### src/rtl/core/radix40_symbol_codec_top_defines.svh
// Assertion macros for the radix-40 codec.
`ifndef RADIX40_SYMBOL_CODEC_TOP_DEFINES_SVH
`define RADIX40_SYMBOL_CODEC_TOP_DEFINES_SVH
`ifndef SYNTH
`define R40_IMPLY(lbl, ante, cons) \
  lbl: assert property (@(posedge clk) disable iff (rst) (ante) |-> (cons)) \
    else $error("r40 check failed");
`define R40_NEXT(lbl, ante, cons) \
  lbl: assert property (@(posedge clk) disable iff (rst) (ante) |=> (cons)) \
    else $error("r40 check failed");
`else
`define R40_IMPLY(lbl, ante, cons)
`define R40_NEXT(lbl, ante, cons)
`endif
`endif

### src/rtl/core/r40_pkg.sv
package r40_pkg;

  localparam int NCHAR     = 6;
  localparam int NPAIR     = NCHAR / 2;
  localparam int NSTAGE    = 5;
  localparam int RADIX     = 40;
  localparam int CHAR_W    = 8;
  localparam int OCHAR_W   = 7;
  localparam int CODE_W    = 6;
  localparam int PAIR_W    = 11;
  localparam int UPPER_W   = 22;
  localparam int PACKED_W  = 32;
  localparam int LEN_W     = 3;
  localparam int HI_W      = 17;
  localparam int LO_W      = 16;
  localparam int TQ_W      = 11;

  localparam logic [5:0]  MIN_FIRST_CODE = 6'd11;
  localparam logic [5:0]  CODE_DASH      = 6'd37;
  localparam logic [5:0]  CODE_STAR      = 6'd38;
  localparam logic [5:0]  CODE_DOLLAR    = 6'd39;
  localparam logic [7:0]  CASE_BIT       = 8'h20;
  localparam logic [31:0] MIN_PACKED     = 32'd1126400000;  // 11 * 40^5

  // x / 64000 = (x >> 9) / 125, reciprocal exact for 23-bit operands
  localparam logic [23:0] HI_RECIP   = 24'd8589935;
  localparam int          HI_SHIFT   = 30;
  localparam logic [31:0] LO_SPAN    = 32'd64000;
  // n / 40 = (n >> 3) / 5, reciprocal exact for 17-bit operands
  localparam logic [13:0] DIV40_RECIP = 14'd13108;

  typedef enum logic {
    CMD_ENCODE = 1'b0,
    CMD_DECODE = 1'b1
  } cmd_t;

  typedef struct packed {
    logic                             command;
    logic [NCHAR-1:0][CHAR_W-1:0]     chars;
    logic                             longer_than_six;
    logic [PACKED_W-1:0]              packed_in;
  } item_t;

  typedef struct packed {
    logic [NSTAGE-1:0] load;
    logic [NSTAGE-1:0] valid;
  } pipe_ctl_t;

  typedef struct packed {
    logic              ok;
    logic [CODE_W-1:0] code;
  } code_t;

  function automatic code_t code_of(input logic [CHAR_W-1:0] b);
    code_t r;
    logic [CHAR_W-1:0] f;
    f = b | CASE_BIT;
    r.ok = 1'b1;
    r.code = '0;
    if (b == '0) begin
      r.code = '0;
    end else if (b inside {[8'h30:8'h39]}) begin
      r.code = CODE_W'(b - 8'h2F);
    end else if (b == 8'h2D) begin
      r.code = CODE_DASH;
    end else if (b == 8'h2A) begin
      r.code = CODE_STAR;
    end else if (b == 8'h24) begin
      r.code = CODE_DOLLAR;
    end else if (!b[7] && (f inside {[8'h61:8'h7A]})) begin
      r.code = CODE_W'(f - 8'h56);
    end else begin
      r.ok = 1'b0;
    end
    return r;
  endfunction

  function automatic logic [OCHAR_W-1:0] char_of(input logic [CODE_W-1:0] d);
    logic [OCHAR_W-1:0] c;
    case (d) inside
      [6'd1:6'd10]:  c = OCHAR_W'(d) + 7'h2F;
      [6'd11:6'd36]: c = OCHAR_W'(d) + 7'h56;
      CODE_DASH:     c = 7'h2D;
      CODE_STAR:     c = 7'h2A;
      CODE_DOLLAR:   c = 7'h24;
      default:       c = '0;
    endcase
    return c;
  endfunction

  function automatic logic [11:0] div40(input logic [HI_W-1:0] n);
    logic [27:0] p;
    p = 28'(n[HI_W-1:3]) * 28'(DIV40_RECIP);
    return p[27:16];
  endfunction

endpackage

### src/rtl/core/r40_if.sv
interface r40_item_if;
  import r40_pkg::*;
  logic                valid;
  logic                ready;
  logic                command;
  logic [CHAR_W-1:0]   char_0;
  logic [CHAR_W-1:0]   char_1;
  logic [CHAR_W-1:0]   char_2;
  logic [CHAR_W-1:0]   char_3;
  logic [CHAR_W-1:0]   char_4;
  logic [CHAR_W-1:0]   char_5;
  logic                longer_than_six;
  logic [PACKED_W-1:0] packed_in;

  modport source (output valid, command, char_0, char_1, char_2, char_3, char_4, char_5,
                  longer_than_six, packed_in, input ready);
  modport sink (input valid, command, char_0, char_1, char_2, char_3, char_4, char_5,
                longer_than_six, packed_in, output ready);
endinterface

interface r40_result_if;
  import r40_pkg::*;
  logic                valid;
  logic                ready;
  logic [PACKED_W-1:0] packed_out;
  logic                name_valid;
  logic [OCHAR_W-1:0]  out_char_0;
  logic [OCHAR_W-1:0]  out_char_1;
  logic [OCHAR_W-1:0]  out_char_2;
  logic [OCHAR_W-1:0]  out_char_3;
  logic [OCHAR_W-1:0]  out_char_4;
  logic [OCHAR_W-1:0]  out_char_5;
  logic [LEN_W-1:0]    decoded_length;

  modport source (output valid, packed_out, name_valid, out_char_0, out_char_1, out_char_2,
                  out_char_3, out_char_4, out_char_5, decoded_length, input ready);
  modport sink (input valid, packed_out, name_valid, out_char_0, out_char_1, out_char_2,
                out_char_3, out_char_4, out_char_5, decoded_length, output ready);
endinterface

### src/rtl/core/radix40_symbol_codec_top.sv
// Radix-40 name codec.
// item channel: one word per name. command 0 packs char_0..char_5 (a zero byte
// ends the name, longer_than_six marks a name that runs past six characters)
// into packed_out with name_valid; command 1 unpacks packed_in into
// out_char_0..out_char_5 and decoded_length. Fields of the unused direction
// come back as zero.
// result channel: exactly one word per accepted item, in order.
// Each item passes through a five-stage pipeline (input register, three
// arithmetic stages, result register); the decode path splits the value by
// 40^3 with a reciprocal multiply, then peels digits with small divide-by-40
// steps spread over the later stages.
// Throughput: one item per cycle while the receiver keeps ready high.
// When the receiver stalls, the pipeline fills and the bubbles close up; ready
// on the item channel drops only once all five stages hold a word.
// Reset (rst, synchronous) empties the pipeline; no result is pending after it.
`include "radix40_symbol_codec_top_defines.svh"

module radix40_symbol_codec_top (
  input  logic          clk,
  input  logic          rst,
  r40_item_if.sink      item,
  r40_result_if.source  result
);
  import r40_pkg::*;

  pipe_ctl_t                     ctl;
  item_t                         stage_in;
  logic [NCHAR-1:0][OCHAR_W-1:0] out_char;

  r40_pipe u_pipe (
    .clk       (clk),
    .rst       (rst),
    .in_valid  (item.valid),
    .out_ready (result.ready),
    .ctl       (ctl)
  );

  always_ff @(posedge clk) begin
    if (ctl.load[0]) begin
      stage_in.command         <= item.command;
      stage_in.chars[0]        <= item.char_0;
      stage_in.chars[1]        <= item.char_1;
      stage_in.chars[2]        <= item.char_2;
      stage_in.chars[3]        <= item.char_3;
      stage_in.chars[4]        <= item.char_4;
      stage_in.chars[5]        <= item.char_5;
      stage_in.longer_than_six <= item.longer_than_six;
      stage_in.packed_in       <= item.packed_in;
    end
  end

  r40_enc u_enc (
    .clk        (clk),
    .ctl        (ctl),
    .item       (stage_in),
    .packed_out (result.packed_out),
    .name_valid (result.name_valid)
  );

  r40_dec u_dec (
    .clk            (clk),
    .ctl            (ctl),
    .item           (stage_in),
    .out_char       (out_char),
    .decoded_length (result.decoded_length)
  );

  assign item.ready        = ctl.load[0];
  assign result.valid      = ctl.valid[NSTAGE-1];
  assign result.out_char_0 = out_char[0];
  assign result.out_char_1 = out_char[1];
  assign result.out_char_2 = out_char[2];
  assign result.out_char_3 = out_char[3];
  assign result.out_char_4 = out_char[4];
  assign result.out_char_5 = out_char[5];

  `R40_NEXT(a_accept_fills, item.valid && item.ready, ctl.valid[0])
  `R40_IMPLY(a_packed_floor, result.valid && result.name_valid, result.packed_out >= MIN_PACKED)
  `R40_IMPLY(a_one_direction, result.valid && result.name_valid, result.decoded_length == '0)
  `R40_IMPLY(a_len_range, result.valid, result.decoded_length <= LEN_W'(NCHAR))
  `R40_IMPLY(a_empty_decode, result.valid && result.out_char_0 == '0,
             result.decoded_length == '0)

endmodule

### src/rtl/core/r40_pipe.sv
module r40_pipe (
  input  logic                clk,
  input  logic                rst,
  input  logic                in_valid,
  input  logic                out_ready,
  output r40_pkg::pipe_ctl_t  ctl
);
  import r40_pkg::*;

  logic [NSTAGE-1:0] valid;
  logic [NSTAGE-1:0] valid_next;
  logic [NSTAGE-1:0] load;

  // a stage loads when it is empty or its word moves on this cycle
  always_comb begin
    load[NSTAGE-1] = !valid[NSTAGE-1] || out_ready;
    for (int k = NSTAGE - 2; k >= 0; k--) begin
      load[k] = !valid[k] || load[k+1];
    end
  end

  always_comb begin
    valid_next = valid;
    if (load[0]) valid_next[0] = in_valid;
    for (int k = 1; k < NSTAGE; k++) begin
      if (load[k]) valid_next[k] = valid[k-1];
    end
  end

  always_ff @(posedge clk) begin
    if (rst) begin
      valid <= '0;
    end else begin
      valid <= valid_next;
    end
  end

  assign ctl.load  = load;
  assign ctl.valid = valid;

endmodule

### src/rtl/core/r40_enc.sv
module r40_enc (
  input  logic                            clk,
  input  r40_pkg::pipe_ctl_t              ctl,
  input  r40_pkg::item_t                  item,
  output logic [r40_pkg::PACKED_W-1:0]    packed_out,
  output logic                            name_valid
);
  import r40_pkg::*;

  logic [NCHAR-1:0][CODE_W-1:0] code;
  logic [NCHAR-1:0][CODE_W-1:0] code_next;
  logic                         ok2;
  logic                         ok2_next;
  logic [NPAIR-1:0][PAIR_W-1:0] pair;
  logic [NPAIR-1:0][PAIR_W-1:0] pair_next;
  logic                         ok3;
  logic [UPPER_W-1:0]           upper;
  logic [PAIR_W-1:0]            tail;
  logic                         ok4;

  // digit codes; everything past the first NUL becomes zero, and all codes are zero for an invalid name
  always_comb begin
    code_t cd;
    logic  alive;
    alive    = 1'b1;
    ok2_next = (item.command == CMD_ENCODE);
    for (int i = 0; i < NCHAR; i++) begin
      cd = code_of(item.chars[i]);
      if (alive && !cd.ok) ok2_next = 1'b0;
      if (i == 0 && cd.code < MIN_FIRST_CODE) ok2_next = 1'b0;
      code_next[i] = alive ? cd.code : '0;
      alive = alive && (item.chars[i] != '0);
    end
    if (alive && item.longer_than_six) ok2_next = 1'b0;
    if (!ok2_next) code_next = '0;
  end

  always_comb begin
    for (int j = 0; j < NPAIR; j++) begin
      pair_next[j] = PAIR_W'(code[2*j]) * PAIR_W'(RADIX) + PAIR_W'(code[2*j+1]);
    end
  end

  always_ff @(posedge clk) begin
    if (ctl.load[1]) begin
      code <= code_next;
      ok2  <= ok2_next;
    end
    if (ctl.load[2]) begin
      pair <= pair_next;
      ok3  <= ok2;
    end
    if (ctl.load[3]) begin
      upper <= UPPER_W'(pair[0]) * UPPER_W'(RADIX * RADIX) + UPPER_W'(pair[1]);
      tail  <= pair[2];
      ok4   <= ok3;
    end
    if (ctl.load[4]) begin
      packed_out <= PACKED_W'(upper) * PACKED_W'(RADIX * RADIX) + PACKED_W'(tail);
      name_valid <= ok4;
    end
  end

endmodule

### src/rtl/core/r40_dec.sv
module r40_dec (
  input  logic                                          clk,
  input  r40_pkg::pipe_ctl_t                            ctl,
  input  r40_pkg::item_t                                item,
  output logic [r40_pkg::NCHAR-1:0][r40_pkg::OCHAR_W-1:0] out_char,
  output logic [r40_pkg::LEN_W-1:0]                     decoded_length
);
  import r40_pkg::*;

  logic [46:0]          hi_prod;
  logic [HI_W-1:0]      hi;
  logic [PACKED_W-1:0]  x2;
  logic                 dec2;

  logic [LO_W-1:0]      lo;
  logic [TQ_W-1:0]      t_hi;
  logic [CODE_W-1:0]    d2_3;
  logic                 dec3;
  logic [TQ_W-1:0]      t_hi_next;
  logic [TQ_W-1:0]      t_lo_next;
  logic [CODE_W-1:0]    d0_next;

  logic [TQ_W-1:0]      t_lo;
  logic [CODE_W-1:0]    d0;
  logic [CODE_W-1:0]    d1;
  logic [CODE_W-1:0]    d2;
  logic [CODE_W-1:0]    d5;
  logic                 dec4;

  logic [CODE_W-1:0]    d3;
  logic [NCHAR-1:0][CODE_W-1:0]  digit;
  logic [NCHAR-1:0][OCHAR_W-1:0] out_char_next;
  logic [LEN_W-1:0]              len_next;

  // upper three digits from x / 40^3, lower three from the remainder
  assign hi_prod   = 47'(item.packed_in[PACKED_W-1:9]) * 47'(HI_RECIP);
  assign t_hi_next = TQ_W'(div40(hi));
  assign t_lo_next = TQ_W'(div40(HI_W'(lo)));
  assign d0_next   = CODE_W'(div40(HI_W'(t_hi)));
  assign d3        = CODE_W'(div40(HI_W'(t_lo)));

  always_comb begin
    logic go;
    digit[0] = d0;
    digit[1] = d1;
    digit[2] = d2;
    digit[3] = d3;
    digit[4] = CODE_W'(t_lo - TQ_W'(d3) * TQ_W'(RADIX));
    digit[5] = d5;
    go       = dec4;
    len_next = '0;
    for (int i = 0; i < NCHAR; i++) begin
      go = go && (char_of(digit[i]) != '0);
      out_char_next[i] = go ? char_of(digit[i]) : '0;
      len_next = len_next + LEN_W'(go);
    end
  end

  always_ff @(posedge clk) begin
    if (ctl.load[1]) begin
      hi   <= hi_prod[46:HI_SHIFT];
      x2   <= item.packed_in;
      dec2 <= (item.command == CMD_DECODE);
    end
    if (ctl.load[2]) begin
      lo   <= LO_W'(x2 - PACKED_W'(hi) * LO_SPAN);
      t_hi <= t_hi_next;
      d2_3 <= CODE_W'(hi - HI_W'(t_hi_next) * HI_W'(RADIX));
      dec3 <= dec2;
    end
    if (ctl.load[3]) begin
      t_lo <= t_lo_next;
      d5   <= CODE_W'(lo - LO_W'(t_lo_next) * LO_W'(RADIX));
      d0   <= d0_next;
      d1   <= CODE_W'(t_hi - TQ_W'(d0_next) * TQ_W'(RADIX));
      d2   <= d2_3;
      dec4 <= dec3;
    end
    if (ctl.load[4]) begin
      out_char       <= out_char_next;
      decoded_length <= len_next;
    end
  end

endmodule
### src/flat_wrapper.sv
// flat-port wrapper written by rule: the top's interface ports become plain ports
module radix40_symbol_codec_top_flat import r40_pkg::*;
  (clk, rst, item_valid, item_command, item_char_0, item_char_1, item_char_2, item_char_3, item_char_4, item_char_5, item_longer_than_six, item_packed_in, item_ready, result_valid, result_packed_out, result_name_valid, result_out_char_0, result_out_char_1, result_out_char_2, result_out_char_3, result_out_char_4, result_out_char_5, result_decoded_length, result_ready);
  r40_item_if item_i ();
  r40_result_if result_i ();
  input  logic clk;
  input  logic rst;
  input wire logic [$bits(item_i.valid)-1:0] item_valid;
  input wire logic [$bits(item_i.command)-1:0] item_command;
  input wire logic [$bits(item_i.char_0)-1:0] item_char_0;
  input wire logic [$bits(item_i.char_1)-1:0] item_char_1;
  input wire logic [$bits(item_i.char_2)-1:0] item_char_2;
  input wire logic [$bits(item_i.char_3)-1:0] item_char_3;
  input wire logic [$bits(item_i.char_4)-1:0] item_char_4;
  input wire logic [$bits(item_i.char_5)-1:0] item_char_5;
  input wire logic [$bits(item_i.longer_than_six)-1:0] item_longer_than_six;
  input wire logic [$bits(item_i.packed_in)-1:0] item_packed_in;
  output wire logic [$bits(item_i.ready)-1:0] item_ready;
  output wire logic [$bits(result_i.valid)-1:0] result_valid;
  output wire logic [$bits(result_i.packed_out)-1:0] result_packed_out;
  output wire logic [$bits(result_i.name_valid)-1:0] result_name_valid;
  output wire logic [$bits(result_i.out_char_0)-1:0] result_out_char_0;
  output wire logic [$bits(result_i.out_char_1)-1:0] result_out_char_1;
  output wire logic [$bits(result_i.out_char_2)-1:0] result_out_char_2;
  output wire logic [$bits(result_i.out_char_3)-1:0] result_out_char_3;
  output wire logic [$bits(result_i.out_char_4)-1:0] result_out_char_4;
  output wire logic [$bits(result_i.out_char_5)-1:0] result_out_char_5;
  output wire logic [$bits(result_i.decoded_length)-1:0] result_decoded_length;
  input wire logic [$bits(result_i.ready)-1:0] result_ready;
  assign item_i.valid = item_valid;
  assign item_i.command = item_command;
  assign item_i.char_0 = item_char_0;
  assign item_i.char_1 = item_char_1;
  assign item_i.char_2 = item_char_2;
  assign item_i.char_3 = item_char_3;
  assign item_i.char_4 = item_char_4;
  assign item_i.char_5 = item_char_5;
  assign item_i.longer_than_six = item_longer_than_six;
  assign item_i.packed_in = item_packed_in;
  assign item_ready = item_i.ready;
  assign result_valid = result_i.valid;
  assign result_packed_out = result_i.packed_out;
  assign result_name_valid = result_i.name_valid;
  assign result_out_char_0 = result_i.out_char_0;
  assign result_out_char_1 = result_i.out_char_1;
  assign result_out_char_2 = result_i.out_char_2;
  assign result_out_char_3 = result_i.out_char_3;
  assign result_out_char_4 = result_i.out_char_4;
  assign result_out_char_5 = result_i.out_char_5;
  assign result_decoded_length = result_i.decoded_length;
  assign result_i.ready = result_ready;
  radix40_symbol_codec_top u_core (.clk(clk), .rst(rst), .item(item_i), .result(result_i));
endmodule
### config.mk
export PLATFORM = sky130hd
export DESIGN_NAME = radix40_symbol_codec_top_flat
export DESIGN_NICKNAME = d
export VERILOG_FILES = /design/src/rtl/core/r40_pkg.sv /design/src/rtl/core/r40_if.sv /design/src/rtl/core/radix40_symbol_codec_top.sv /design/src/rtl/core/r40_pipe.sv /design/src/rtl/core/r40_enc.sv /design/src/rtl/core/r40_dec.sv /design/src/flat_wrapper.sv
export VERILOG_INCLUDE_DIRS = /design/src /design/src/rtl/core
export SDC_FILE = /design/constraint.sdc
export NUM_CORES = 2
export LEC_CHECK = 0
export CAP_MARGIN = 20
export CORE_UTILIZATION = 36
export DETAILED_ROUTE_END_ITERATION = 8
export DONT_BUFFER_PORTS = 1
export GPL_TIMING_DRIVEN = 0
export PLACE_DENSITY = 0.61
export RECOVER_POWER = 100
export REMOVE_ABC_BUFFERS = 1
export SETUP_SLACK_MARGIN = 0.5
export SLEW_MARGIN = 20
export SYNTH_ARGS = -nofsm -noshare
export SYNTH_HDL_FRONTEND = slang
export SYNTH_SLANG_ARGS = --single-unit
### constraint.sdc
create_clock -name clk -period 18.7 [get_ports clk]
set_clock_uncertainty 0.2 [all_clocks]
set_input_delay 0.935 -clock clk [delete_from_list [all_inputs] [get_ports clk]]
set_output_delay 0.935 -clock clk [all_outputs]
set_load 0.05 [all_outputs]
Word level (Yosys, flattened, before mapping)
Index checks and enable logic that the tools add are counted. Widths: inputs -> output; s select.

$add $sub $neg: 39. Multipliers: 15. $lt $le $gt $ge: 49. Equality and inequality tests: 36. Muxes and demuxes: 105. Bitwise operators: 7. Reductions and logical operators: 91.

Operator list (count): $mux 6 (43); $eq 8x6->1 const B (18); $mux 7 (18); $eq 6x6->1 const B (18); $ge 8x6->1 const B (6); $ge 8x7->1 const B (6); $le 8x6->1 const B (6); $le 8x7->1 const B (6); $logic_not 8->1 (6); $reduce_bool 8->1 (6); $logic_and 1x1->1 (47); $mul 23x24->47 const B (1); $mux 1 (44); $add 6x6->7 const B (6); $add 6x7->7 const B (6); $reduce_bool 7->1 (6); $mul 8x12->20 const B (2); $ge 6x1->1 const B (6); $ge 6x4->1 const B (6); $le 6x4->1 const B (6); $le 6x6->1 const B (6); $sub 6x5->6 const B (6); $sub 6x6->6 const B (6); $add 11x6->11 (3); 20 further kinds (58).

Register bits: 374. Bits of input ports: 86. Output and inout port bits: 80. Logic and storage cells: 392.

Longest topological paths before layout
Depth in word-level cells: 19. Gate-level depth with buffers: 30.

Hierarchy
From an unflattened synthesis, not the netlist that was laid out.

Cells, all modules: 3588. Area, all modules: 38884.8 sq um.

Modules (own cells, without submodules): r40_dec (times used 1, cells an instance 2266, area each 23924.2 sq um, sequential area each 4474.3 sq um); r40_enc (times used 1, cells an instance 1218, area each 12286.8 sq um, sequential area each 4144.0 sq um); radix40_symbol_codec_top (times used 1, cells an instance 82, area each 2462.4 sq um, sequential area each 2462.4 sq um); r40_pipe (times used 1, cells an instance 22, area each 211.5 sq um, sequential area each 100.1 sq um).

Worst setup path after synthesis
Ideal clock, no wire load.

Kind: reg-to-reg. Start: register u_core.u_dec.t_lo[8]. End: register u_core.u_dec.decoded_length[1] (netlist bit), data pin. Arrival time: 6.997 ns. Data required time: 18.250 ns. Path slack: 11.253 ns. Cell stages (with the launch flop): 31. Cells stage by stage: edfxtp_1 > ha_1 > inv_1 > fa_1 > inv_1 > fa_1 > inv_1 > fa_1 > inv_1 > ha_1 > and3_1 > a31oi_1 > o31ai_4 > or3_4 > and2_1 > buf_6 > xnor2_1 > ha_1 > a31o_2 > a311oi_1 > xnor3_2 > mux2_4 > nand2_2 > o32ai_2 > buf_6 > fa_1 > inv_1 > ha_1 > inv_1 > fa_1 > inv_1.

Longest elaborated chain between the ends: 13.

Ends and longest elaborated chain: from (decl) (RTL line r40_dec.sv:23) `logic [TQ_W-1:0] t_lo;`; from (signal assigned) (RTL line r40_dec.sv:72) `t_lo <= t_lo_next;`; $mul 8x12->20 * (RTL line r40_pkg.sv:93) `p = 28'(n[HI_W-1:3]) * 28'(DIV40_RECIP);`; $mul 6x3->3 (RTL line r40_dec.sv:48) `digit[4] = CODE_W'(t_lo - TQ_W'(d3) * TQ_W'(RADIX));`; $sub 6x6->6 (RTL line r40_dec.sv:48); $eq 6x6->1 (RTL line r40_dec.sv:53) `go = go && (char_of(digit[i]) != '0);`; $mux 6 (3 in series) (RTL line r40_pkg.sv:80) `case (d) inside`; $mux 7 (2 in series) (RTL line r40_pkg.sv:80); $reduce_bool 7->1 (RTL line r40_dec.sv:53); $logic_and 1x1->1 (RTL line r40_dec.sv:53); $add 3x1->3 / $logic_and 1x1->1 (equally long branches) (RTL line r40_dec.sv:55, r40_dec.sv:53); $add 3x1->3 * (RTL line r40_dec.sv:55) `len_next = len_next + LEN_W'(go);`; named net u_core.u_dec.len_next[1] (RTL line r40_dec.sv:33) `logic [LEN_W-1:0] len_next;`; to (signal assigned) (RTL line r40_dec.sv:81) `decoded_length <= len_next;`; to (decl) (RTL line r40_dec.sv:6) `output logic [r40_pkg::LEN_W-1:0] decoded_length`.

The timed path passes the listed nets; every way through them passes the cells marked *. A chain may end at the register's enable or synchronous reset.

Worst setup path in the final report
Ends and elaborated chain as after synthesis.

==> reports/qor.tcl <==
set qor(crit_path_end_kind) {flop}
set qor(clockBufferDepth) 3
set qor(core_area_um2) 105000
set qor(timing.fmax_mhz) 101
set qor(layout_min_cycle_time_ps) 9870
set qor(yosys-top-cells-count) {sky130_fd_sc_hd__ha_1, sky130_fd_sc_hd__inv_1, sky130_fd_sc_hd__edfxtp_1}
set qor(cts_inserted_buffers) 47
set qor(yosysMostFrequentCell) {sky130_fd_sc_hd__ha_1}
set qor(fin_setup_tns_ps) 0
set qor(report.final.hold_viol_count) 0
set qor(synthesis.area_um2) 38200
set qor(run_status) {finished with violations}
set qor(grt_pass1_vias) 24571
set qor(synth_async_sr_flop_share_pct) 0
set qor(worstSetupStartpointType) {flop}
set qor(die_h_um) 328
set qor(finalWirelength_um) 75200
set qor(clk-insertion-delay-late_ps) 640
set qor(timing.hold.worst.class) {input pin to flop}
set qor(ant_nets) 0
set qor(critPathKind) {flop to flop}
set qor(root_buffer) {sky130_fd_sc_hd__clkbuf_16}
set qor(share_of_post_route_cells_with_drive_strength_above_1_pct) 3.43
set qor(io_pins) 166
set qor(worst_path_max_delay_cell) {sky130_fd_sc_hd__o32ai_1}
set qor(slew_viol_final) 322
set qor(most_frequent_cp_cell) {sky130_fd_sc_hd__inv_1}
set qor(clk_pin_slew_ps) 60
set qor(synthCells) 3477
set qor(cp.arrival_ps) 10050
set qor(via_per_inst) 4.83
set qor(num_vias) 23779
set qor(worstPathMaxFanout) 14
set qor(failed_checks) {max-capacitance violations, max-slew violations}
set qor(wire_length_of_the_first_global_routing_pass_um) 126000
set qor(area_of_the_die_um2) 107000
set qor(ys_dominant_reg_cell) {sky130_fd_sc_hd__edfxtp_1}
set qor(crit_required_ps) 18880
set qor(cts_resized) 0
set qor(synth.area.top_cells) {sky130_fd_sc_hd__edfxtp_1, sky130_fd_sc_hd__ha_1, sky130_fd_sc_hd__fa_1}
set qor(start_util_pct) 36.3
set qor(dieWidth_um) 328
set qor(detailed_place_hpwl_um) 61500
set qor(drc_errors) 0
set qor(critical-path-max-stage-delay_ps) 1540
set qor(grt_max_degree) 53
set qor(detail_route.first_pass.iterations) 5
set qor(final_nets) 4656
set qor(worst_max_slew_pin_slew_ps) 3030
set qor(setup-violations-final) 0
set qor(netlist-cell-type-count) 98
set qor(flip_flop_and_latch_count_after_synthesis) 374
set qor(port_buffers) 0
set qor(routedWlPerCell_um) 15.3
set qor(first_iter_violations) 1201
set qor(total_routing_usage_gr_pct) 14.5
set qor(tritoncts_clock_tree) {done}
set qor(grt_remaining_overflow) 0
set qor(timing.final.crit_share_pct) 52.8
set qor(synth_top_area_cell) {sky130_fd_sc_hd__edfxtp_1}
set qor(cts_post_setup_buffers_inserted) 0
set qor(cts.hold.buffers_added) 0
set qor(grt_antenna_before_repair) 8
set qor(clock_sinks) 374
set qor(yosysTopAreaCellShare_pct) 29.0
set qor(slack_of_the_worst_reg_to_reg_path_ps) 8830
set qor(synthesis.yosys.warnings) 0
set qor(rsz_0062_raised_after_global_routing) {false}
set qor(placementRows) 119
set qor(timing.max_cap.violations) 9
set qor(slew_headroom_pct) -102
set qor(postSynthAreaPerCell_um2) 11.0
set qor(layout-area-overhead-vs-synth_pct) 8.10
set qor(htreeDepth) 2
set qor(gp_routability_congestion) 0.845
set qor(synth-edff-count) 369
set qor(part_of_the_yosys_area_used_for_sequential_elements_pct) 29.3
sequential cells by signal, indices dropped and copies added (netlist names), 5 cells and up:
signal / flops
u_core.u_dec.d5: 6
u_core.u_dec.hi: 17
u_core.u_dec.d0: 6
u_core.u_dec.out_char: 42
u_core.u_enc.tail: 11
u_core.u_enc.upper: 22
u_core.u_enc.code: 36
u_core.u_enc.pair: 33
u_core.u_dec.x2: 16
u_core.u_dec.t_hi: 11
u_core.u_dec.t_lo: 11
u_core.u_enc.packed_out: 32
u_core.u_dec.d1: 6
u_core.stage_in: 82
u_core.u_pipe.valid: 5
u_core.u_dec.d2: 6
u_core.u_dec.d2_3: 6
u_core.u_dec.lo: 16
placed cells by master, fill, tap and decap left out, drive strengths merged, types with 10 or more instances in the layout:
cell     count
nand4       13
o22ai       10
o21ai       94
o21bai      12
a221oi      14
nor2       159
nor3b       11
nor2b       21
xor2        60
a21oi      119
clkinv      21
nand4b      11
fa         318
nor4        17
and2        23
clkbuf      61
o21a        23
or3         10
or2         10
a211oi      27
a31oi       18
and3        15
nand3       38
nand2b      24
a2111oi     21
ha         761
nand2      111
xnor2      132
o211ai      26
edfxtp     369
nor3        48
a21o        47
inv        721
kinds of logic after synthesis:
family                   count (synthesis)  synth area share (%)
multiplexers                            13                 0.380
AND/OR/NAND/NOR                        543                  7.25
XOR/XNOR                               195                  4.59
adder cells (fa/ha/maj)               1079                  41.6
flip-flops                             374                  29.3
buffers and inverters                  764                  7.60
AO/OA/AOI/OAI                          509                  9.28
metal layers:
metal | vias to the layer above | part of all wire [%] | global-route usage, % | wire length (µm)
li1 | 11971 | - | - | -
met1 | 11397 | 49 | 20.1 | 37200
met2 | 321 | 45 | 23.8 | 33700
met3 | 90 | 3.6 | 2.16 | 2700
met4 | 0 | 2.1 | 3.32 | 1550
met5 | - | 0 | 0 | 0
worst max-delay path: cells and delay by family (launching register included):
family	cells	cell delay [ps]
xor+xnor	2	750
mux	1	330
compound gates	7	3680
flops	1	440
fa+ha+maj	9	3380
buf+inv	7	360
simple gates	2	470
final timing paths:
path	startpoint	to	depth (start not counted)
setup / recovery	u_core.u_dec.t_lo[8]	u_core.u_dec.decoded_length[1]	28
hold / removal	rst	u_core.u_pipe.valid[0]	1
setup reg to reg	u_core.u_dec.t_lo[8]	u_core.u_dec.decoded_length[1]	28
hold reg to reg	u_core.u_dec.x2[0]	u_core.u_dec.lo[0]	0
layout make-up:
class	count	area (µm²)
Clock inverter	31	347
Multi-Input combinational cell	2339	24000
Inverter	723	2720
Sequential cell	374	11200
Clock buffer	55	1210
Timing Repair Buffer	6	22.5
Tap cell	1391	1740
Antenna cell	2	5.00
Fill cell	10188	64000
stage by stage:
| step | util [%] | instances | cell area, µm² | setup WS [ps] | hold WS, ps |
|---|---|---|---|---|---|
| detailed placement | 37.9 | 4833 | 39900 | 10100 | 205 |
| global route | 39.2 | 4921 | 41300 | 8040 | 108 |
| CTS | 39.4 | 4919 | 41500 | 10050 | 84.4 |
| finish | 39.2 | 4921 | 41300 | 8830 | 155 |
| global placement | 37.7 | 4827 | 39700 | 10130 | 201 |
| floorplan | - | 3436 | 38000 | 10950 | 200 |
Power is not shown: default switching activity piles up to over one toggle a cycle in this logic, so the estimate is an artifact.
